**src/design/mabf_pkg.sv**
```systemverilog
// Shared types, constants and the sine/cosine table of the minimum-area yaw box fit.
// Used by mabf_ctrl, mabf_datapath and min_area_yaw_box_fit; depends on nothing.
package mabf_pkg;

   localparam int MAX_POINTS  = 1024;
   localparam int ANGLE_STEPS = 361;
   localparam int COORD_BITS  = 16;

   localparam int ADDR_BITS    = $clog2(MAX_POINTS);
   localparam int CNT_BITS     = ADDR_BITS + 1;
   localparam int SUM_BITS     = COORD_BITS + ADDR_BITS + 1;
   localparam int MAG_BITS     = SUM_BITS - 1;
   localparam int DIV_CNT_BITS = $clog2(MAG_BITS + 2);
   localparam int STEP_BITS    = $clog2(ANGLE_STEPS);
   localparam int TRIG_BITS    = 16;
   localparam int DIFF_BITS    = COORD_BITS + 1;
   localparam int PROD_BITS    = TRIG_BITS + DIFF_BITS;
   localparam int ROT_BITS     = PROD_BITS + 1;
   localparam int SPAN_BITS    = ROT_BITS + 1;
   localparam int MID_BITS     = TRIG_BITS + ROT_BITS;
   localparam int EXT_BITS     = 16;
   localparam int AREA_BITS    = 2 * EXT_BITS;
   localparam int YAW_BITS     = 9;

   localparam longint unsigned PI_Q30 = 64'd3373259426;

   typedef logic [2*TRIG_BITS-1:0] trig_rom_type [ANGLE_STEPS];

   typedef enum logic [3:0] {
      ST_IDLE,
      ST_START,
      ST_DIV,
      ST_TRIG,
      ST_SCAN,
      ST_DRAIN,
      ST_EXTENT,
      ST_MULT,
      ST_CMP,
      ST_RESULT,
      ST_OUT
   } state_type;

   typedef struct packed {
      logic                 load;
      logic                 div_start;
      logic                 trig_load;
      logic                 issue;
      logic                 first;
      logic [ADDR_BITS-1:0] idx;
      logic [STEP_BITS-1:0] step;
      logic                 extent;
      logic                 mult;
      logic                 cmp;
      logic                 result_load;
   } cmd_type;

   typedef struct packed {
      logic [CNT_BITS-1:0] count;
      logic                div_busy;
      logic                pipe_busy;
   } status_type;

   function automatic longint q15_of_q30(longint v);
      longint r;
      r = (v + 64'sd16384) >>> 15;
      if (r < 0) r = 0;
      if (r > 32767) r = 32767;
      return r;
   endfunction

   function automatic trig_rom_type build_trig_rom();
      trig_rom_type    rom;
      longint unsigned th;
      longint unsigned xa;
      longint unsigned ts;
      longint unsigned tc;
      longint          ss;
      longint          sc;
      longint          sq;
      longint          cq;
      bit              folded;
      for (int k = 0; k < ANGLE_STEPS; k++) begin
         th = (64'(k) * PI_Q30) / 64'(ANGLE_STEPS - 1);
         if (th > PI_Q30) th = PI_Q30;
         folded = (th > PI_Q30 / 2);
         xa = folded ? (PI_Q30 - th) : th;
         ts = xa;
         ss = longint'(xa);
         tc = 64'd1 << 30;
         sc = longint'(tc);
         for (int n = 1; n <= 7; n++) begin
            ts = (ts * xa) >> 30;
            ts = ((ts * xa) >> 30) / 64'((2 * n) * (2 * n + 1));
            tc = (tc * xa) >> 30;
            tc = ((tc * xa) >> 30) / 64'((2 * n - 1) * (2 * n));
            if ((n % 2) == 1) begin
               ss = ss - longint'(ts);
               sc = sc - longint'(tc);
            end else begin
               ss = ss + longint'(ts);
               sc = sc + longint'(tc);
            end
         end
         sq = q15_of_q30(ss);
         cq = q15_of_q30(sc);
         if (folded) cq = -cq;
         rom[k] = {TRIG_BITS'(sq), TRIG_BITS'(cq)};
      end
      return rom;
   endfunction

   localparam trig_rom_type TRIG_ROM = build_trig_rom();

endpackage

```
**src/design/mabf_ctrl.sv**
```systemverilog
// Sequencer of the yaw box fit: point loading, centroid division, angle sweep, result.
// Depends on mabf_pkg; drives mabf_datapath through cmd_type and reads status_type.
module mabf_ctrl
   import mabf_pkg::*;
(
   input  logic       clock,
   input  logic       reset,
   input  logic       req_tvalid,
   input  logic       req_tlast,
   output logic       req_tready,
   output logic       rsp_tvalid,
   input  logic       rsp_tready,
   input  status_type status,
   output cmd_type    cmd
);

   state_type            state_ff, state_in;
   logic [ADDR_BITS-1:0] idx_ff, idx_in;
   logic [STEP_BITS-1:0] step_ff, step_in;
   logic [ADDR_BITS-1:0] last_idx;
   logic                 scan_end;
   logic                 step_end;

   assign last_idx = ADDR_BITS'(status.count - CNT_BITS'(1));
   assign scan_end = (idx_ff == last_idx);
   assign step_end = (step_ff == STEP_BITS'(ANGLE_STEPS - 1));

   always_comb begin
      state_in = state_ff;
      unique case (state_ff)
         ST_IDLE: begin
            if (req_tvalid && req_tlast) state_in = ST_START;
         end
         ST_START: begin
            if (status.count == '0) state_in = ST_RESULT;
            else                    state_in = ST_DIV;
         end
         ST_DIV: begin
            if (!status.div_busy) state_in = ST_TRIG;
         end
         ST_TRIG:   state_in = ST_SCAN;
         ST_SCAN: begin
            if (scan_end) state_in = ST_DRAIN;
         end
         ST_DRAIN: begin
            if (!status.pipe_busy) state_in = ST_EXTENT;
         end
         ST_EXTENT: state_in = ST_MULT;
         ST_MULT:   state_in = ST_CMP;
         ST_CMP: begin
            if (step_end) state_in = ST_RESULT;
            else          state_in = ST_TRIG;
         end
         ST_RESULT: state_in = ST_OUT;
         ST_OUT: begin
            if (rsp_tready) state_in = ST_IDLE;
         end
         default:   state_in = ST_IDLE;
      endcase
   end

   always_comb begin
      idx_in  = idx_ff;
      step_in = step_ff;
      unique case (state_ff)
         ST_START: step_in = '0;
         ST_TRIG:  idx_in  = '0;
         ST_SCAN:  idx_in  = idx_ff + ADDR_BITS'(1);
         ST_CMP:   step_in = step_ff + STEP_BITS'(1);
         default: begin
         end
      endcase
   end

   always_comb begin
      req_tready      = (state_ff == ST_IDLE);
      rsp_tvalid      = (state_ff == ST_OUT);
      cmd             = '0;
      cmd.load        = (state_ff == ST_IDLE) && req_tvalid;
      cmd.div_start   = (state_ff == ST_START) && (status.count != '0);
      cmd.trig_load   = (state_ff == ST_TRIG);
      cmd.issue       = (state_ff == ST_SCAN);
      cmd.first       = (idx_ff == '0);
      cmd.idx         = idx_ff;
      cmd.step        = step_ff;
      cmd.extent      = (state_ff == ST_EXTENT);
      cmd.mult        = (state_ff == ST_MULT);
      cmd.cmp         = (state_ff == ST_CMP);
      cmd.result_load = (state_ff == ST_RESULT);
   end

   always_ff @(posedge clock) begin
      if (reset) begin
         state_ff <= ST_IDLE;
         idx_ff   <= '0;
         step_ff  <= '0;
      end else begin
         state_ff <= state_in;
         idx_ff   <= idx_in;
         step_ff  <= step_in;
      end
   end

endmodule

```
**config.mk**
```make
export PLATFORM = sky130hd
export DESIGN_NAME = mabf_ctrl
export DESIGN_NICKNAME = d
export VERILOG_FILES = /design/src/design/mabf_pkg.sv /design/src/design/mabf_ctrl.sv
export SDC_FILE = /design/constraint.sdc
export NUM_CORES = 1
export LEC_CHECK = 0
export BUFFER_PORTS_ARGS = -buffer_cell sky130_fd_sc_hd__buf_2
export CORE_AREA = 4 4 61 63
export DETAILED_ROUTE_END_ITERATION = 8
export DIE_AREA = 0 0 65 67
export GPL_TIMING_DRIVEN = 0
export PLACE_DENSITY = 0.91
export RECOVER_POWER = 50
export SETUP_SLACK_MARGIN = 0.15
export SKIP_CTS_REPAIR_TIMING = 1
export SLEW_MARGIN = 20
export SYNTH_ARGS = -nofsm -noshare
export SYNTH_HDL_FRONTEND = slang
export SYNTH_SLANG_ARGS = --single-unit
```
**constraint.sdc**
```tcl
create_clock -name clock -period 2.96 [get_ports clock]
set_input_delay 0.296 -clock clock [delete_from_list [all_inputs] [get_ports clock]]
set_output_delay 0.296 -clock clock [all_outputs]
set_load 0.1 [all_outputs]
```
==> qor_table.md <==
| Stage | Parameter | Reported |
| --- | --- | --- |
| run status | Outcome | completed |
| die | Die width | 65 um |
| yosys | Commonest register cell after synthesis | sky130_fd_sc_hd__dfxtp_1 |
| timing | Ratio of final minimum period to clock period | 82.9% |
| setup path | Arrival time of the worst setup path | 2.16 ns |
| yosys | Largest family of logic cells by synthesized area | simple AND/OR/NAND/NOR gates |
| yosys | Post-synth EDFFs | 0 |
| power and ir drop | Switching power summed over all nets | 272 uW |
| global route | First-pass GRT wire length | 6890 um |
| timing | Final setup margin | 0.507 ns |
| setup path | Cells along the critical path | clkbuf_1 > or4b_1 > buf_4 > inv_2 > buf_2 |
| die | Area of the core region | 0.00323 mm2 |
| hold path | Worst hold path stage count | 2 |
| timing | Transition time of the tightest slew-check pin | 1.18 ns |
| yosys | Syn_nets | 246 |
| cts | Number of buffers on the longest clock path | 2 |
| setup path | Critical Path RT | 2.66 ns |
| timing | Setup repair after global routing missed its margin | false |
| timing | # setup viols final | 0 |
| yosys | Sequential element share of the synthesized area | 27.2% |
| setup path | Slowest cell on the critical path | sky130_fd_sc_hd__or4b_1 |
| layout | Area delta synth->final | 19.2% |
| yosys | Share of cell area taken by muxes after synthesis | 3.91% |
| die | Initial Util | 52.4% |
| routing | Routed length per placed instance | 13.8 um |
| global route | Total routing usage reported by global routing | 19.8% |
| global route | Grt total ovfl | 0 |
| setup path | Crit end category | primary output |
| power and ir drop | Final Power | 705 uW |
| power and ir drop | Leak pwr | 0.785 nW |
| place | Global placement routability congestion | 0.820 |
| yosys | Number of distinct library cells after synthesis | 55 |
| timing | Worst slew margin relative to its limit | 21.4% |
| yosys | Post-synthesis share of cell area spent on full adders, half adders and majority gates | 3.69% |
| hold path | Hold WC Path Type | in -> reg |
| cts | Clock latency on the worst-skew pair | 0.31 ns |
| place | Post-placement setup slack | 0.683 ns |
| yosys | Synthesized flop and latch total | 23 |
| global route | Pin count of the biggest net entering global routing | 13 |
| die | Area of the die | 0.00436 mm2 |
| setup path | Largest fanout of any net on the critical path | 10 |
| layout | Final-stage net count | 298 |
| yosys | Average cell area after synthesis | 7.60 um2 |
| flow run | Reported max-cap violation count | 0 |
| routing | Average vias per placed instance | 5.68 |
| yosys | Yosys warning count | 0 |
| die | Vertical die dimension | 67 um |
| routing | First-pass DRT Iterations | 4 |
| yosys | Post-synth ARST share | 0% |
| setup path | Kind of critical path | reg -> out |
| timing | Post-route clock skew | 0.00798 ns |
| place | DP HPWL | 3410 um |
| cts | TritonCTS clock tree | built |
| routing | Vias | 1818 |
| setup path | CP peak stage delay | 0.54 ns |
| setup path | Startpoint kind of the worst setup timing path | flip-flop |
| power and ir drop | Sequential Power Share | 45.3% |
| setup path | Instance count on the critical path | 5 |
| timing | Clock period minus final worst setup slack | 2.45 ns |
| cts | Clock-pin transition on the worst setup and hold timing paths | 0.13 ns |
| timing | Final sum of negative setup slack | 0 ns |
| timing | Hold Vio Cnt, Final | 0 |
| cts | CTS sink count | 23 |
| setup path | Family with the most delay on the worst path | buffers and inverters |
| cts | Clock buffer count from CTS | 3 |
| die | Num rows | 21 |
| routing | Remaining routing DRC violations | 0 |
| yosys | Fraction of synthesized cell area in xor and xnor cells | 5.17% |
| routing | Antenna viol nets, final | 0 |
| yosys | Most common cell in the synthesized netlist | sky130_fd_sc_hd__nor2_1 |
| yosys | Proportion of netlist area held by the largest area contributor | 27.2% |
| layout | Share of layout cells above drive strength 1 | 16.1% |
| timing | Timing-limited maximum frequency | 0.408 GHz |
| power and ir drop | Portion of total power attributed to the clock network | 21.0% |
| power and ir drop | Share of power burned in combinational logic | 33.7% |
| global route | Initial antenna violation count | 0 |
| power and ir drop | Internal Power | 433 uW |
| yosys | Cells after Synth | 223 |
| yosys | Fraction of the mapped netlist area in simple logic gates | 36.5% |
| layout | Post-layout utilization of the core | 62.5% |
| layout | Design area | 0.00202 mm2 |
| global route | Via count of the first global-routing pass | 1581 |
| power and ir drop | Net switching share of the total power | 38.5% |
| routing | Wirelength, routed | 4420 um |
| layout | Layout fillers | 300 |
| place | PortBufs | 47 |
| yosys | Post-synthesis compound-gate area fraction | 17.7% |
| cts | Clock Root Buffer | sky130_fd_sc_hd__clkbuf_4 |
| place | Instance area after placement | 0.00202 mm2 |
| setup path | Sum of buffers and inverters on the critical path | 4 |
| timing | Number of pins with negative max-slew slack in the final report | 0 |
| power and ir drop | Power per Cell Area | 349 mW/mm2 |
| power and ir drop | Max IR drop VDD | 0.243 mV |
| setup path | Worst reg-to-reg path cell count | 7 |
| yosys | Top cells by count, synth | 30 x sky130_fd_sc_hd__nor2_1, 23 x sky130_fd_sc_hd__dfxtp_1, 15 x sky130_fd_sc_hd__nand2_1 |
| die | Ports placed on the boundary | 48 |
| yosys | Ranking of synthesized cells by area | sky130_fd_sc_hd__dfxtp_1 27%, sky130_fd_sc_hd__nor2_1 6.6%, sky130_fd_sc_hd__xnor2_1 4.1% |
| yosys | Library cell occupying the most area in the post-synthesis netlist | sky130_fd_sc_hd__dfxtp_1 |
| layout | Antenna diodes | 0 |
| cts | H-tree lvl count | 1 |
| routing | Number of DRC markers after the initial detailed-route iteration | 111 |
| yosys | Cell area after synthesis | 0.00169 mm2 |
## power groups by stage
stage          Combinational [mW]  Clock (mW)  Sequential (mW)
3_3_place_gp                0.232           0            0.325
5_1_grt                     0.254       0.160            0.320
6_report                    0.238       0.148            0.319
2_1_floorplan               0.184           0            0.329
3_5_place_dp                0.237           0            0.326
4_1_cts                     0.238       0.151            0.319
## layout make-up
class	instances	area, um2	area share (%)
Clock buffer	4	26.3	1.30
Buffer	10	50.0	2.48
Timing Repair Buffer	47	211	10.5
Tap cell	46	57.6	2.85
Multi-Input combinational cell	177	1160	57.7
Inverter	13	48.8	2.42
Sequential cell	23	460	22.8
## stage by stage
stage          std cells  hold slack, ns
5_1_grt              320           0.204
3_3_place_gp         316           0.521
6_report             320           0.201
3_5_place_dp         316           0.537
4_1_cts              320           0.195
2_1_floorplan        223           0.368
## kinds of logic after synthesis
group	count (synthesis)
AO/OA/AOI/OAI	44
XOR/XNOR	10
adder cells (fa/ha/maj)	5
buffers and inverters	23
flip-flops	23
multiplexers	6
AND/OR/NAND/NOR	112
## final timing paths
kind,from,to,slack [ns]
max,state_ff[1],cmd[1],0.51
min,reset,idx_ff[3],0.20
max reg2reg,state_ff[1],step_ff[7],0.86
min reg2reg,step_ff[2],step_ff[2],0.57
## layout by cell type, fill, tap and decap left out, drive strengths merged, types with 2 or more instances in the layout
| cell | Yosys | layout |
|---|---|---|
| nand3b | 5 | 5 |
| nand4 | 4 | 4 |
| nor4 | 6 | 6 |
| or3 | 3 | 3 |
| inv | 13 | 13 |
| xor2 | 2 | 2 |
| a22oi | 3 | 3 |
| nor4b | 2 | 2 |
| nand2 | 15 | 15 |
| ha | 5 | 5 |
| o21ai | 10 | 10 |
| xnor2 | 8 | 8 |
| nor3b | 3 | 3 |
| and2 | 2 | 2 |
| nand2b | 4 | 4 |
| a211oi | 2 | 2 |
| nor2b | 5 | 5 |
| and4 | 2 | 2 |
| nand3 | 7 | 7 |
| buf | 3 | 31 |
| nor2 | 30 | 30 |
| mux2 | 5 | 5 |
| a31oi | 3 | 3 |
| a21oi | 12 | 12 |
| or4b | 2 | 2 |
| and3 | 7 | 7 |
| clkbuf | 7 | 30 |
| nor3 | 10 | 10 |
| a2111oi | 2 | 2 |
| dfxtp | 23 | 23 |
## sequential cells by signal, summed over array words and instances (netlist names)
name      flops
idx_ff       10
step_ff       9
state_ff      4
## routing by layer
| layer | share of wire [%] | track usage, % | wire, um | up-vias |
|---|---|---|---|---|
| li1 | - | - | - | 914 |
| met4 | 1.4 | 6.33 | 62 | 0 |
| met2 | 48 | 35.5 | 2140 | 63 |
| met3 | 6.9 | 2.02 | 304 | 8 |
| met1 | 43 | 24.6 | 1910 | 833 |
| met5 | 0 | 0 | 0 | - |
(Power assumes the default switching activity.)
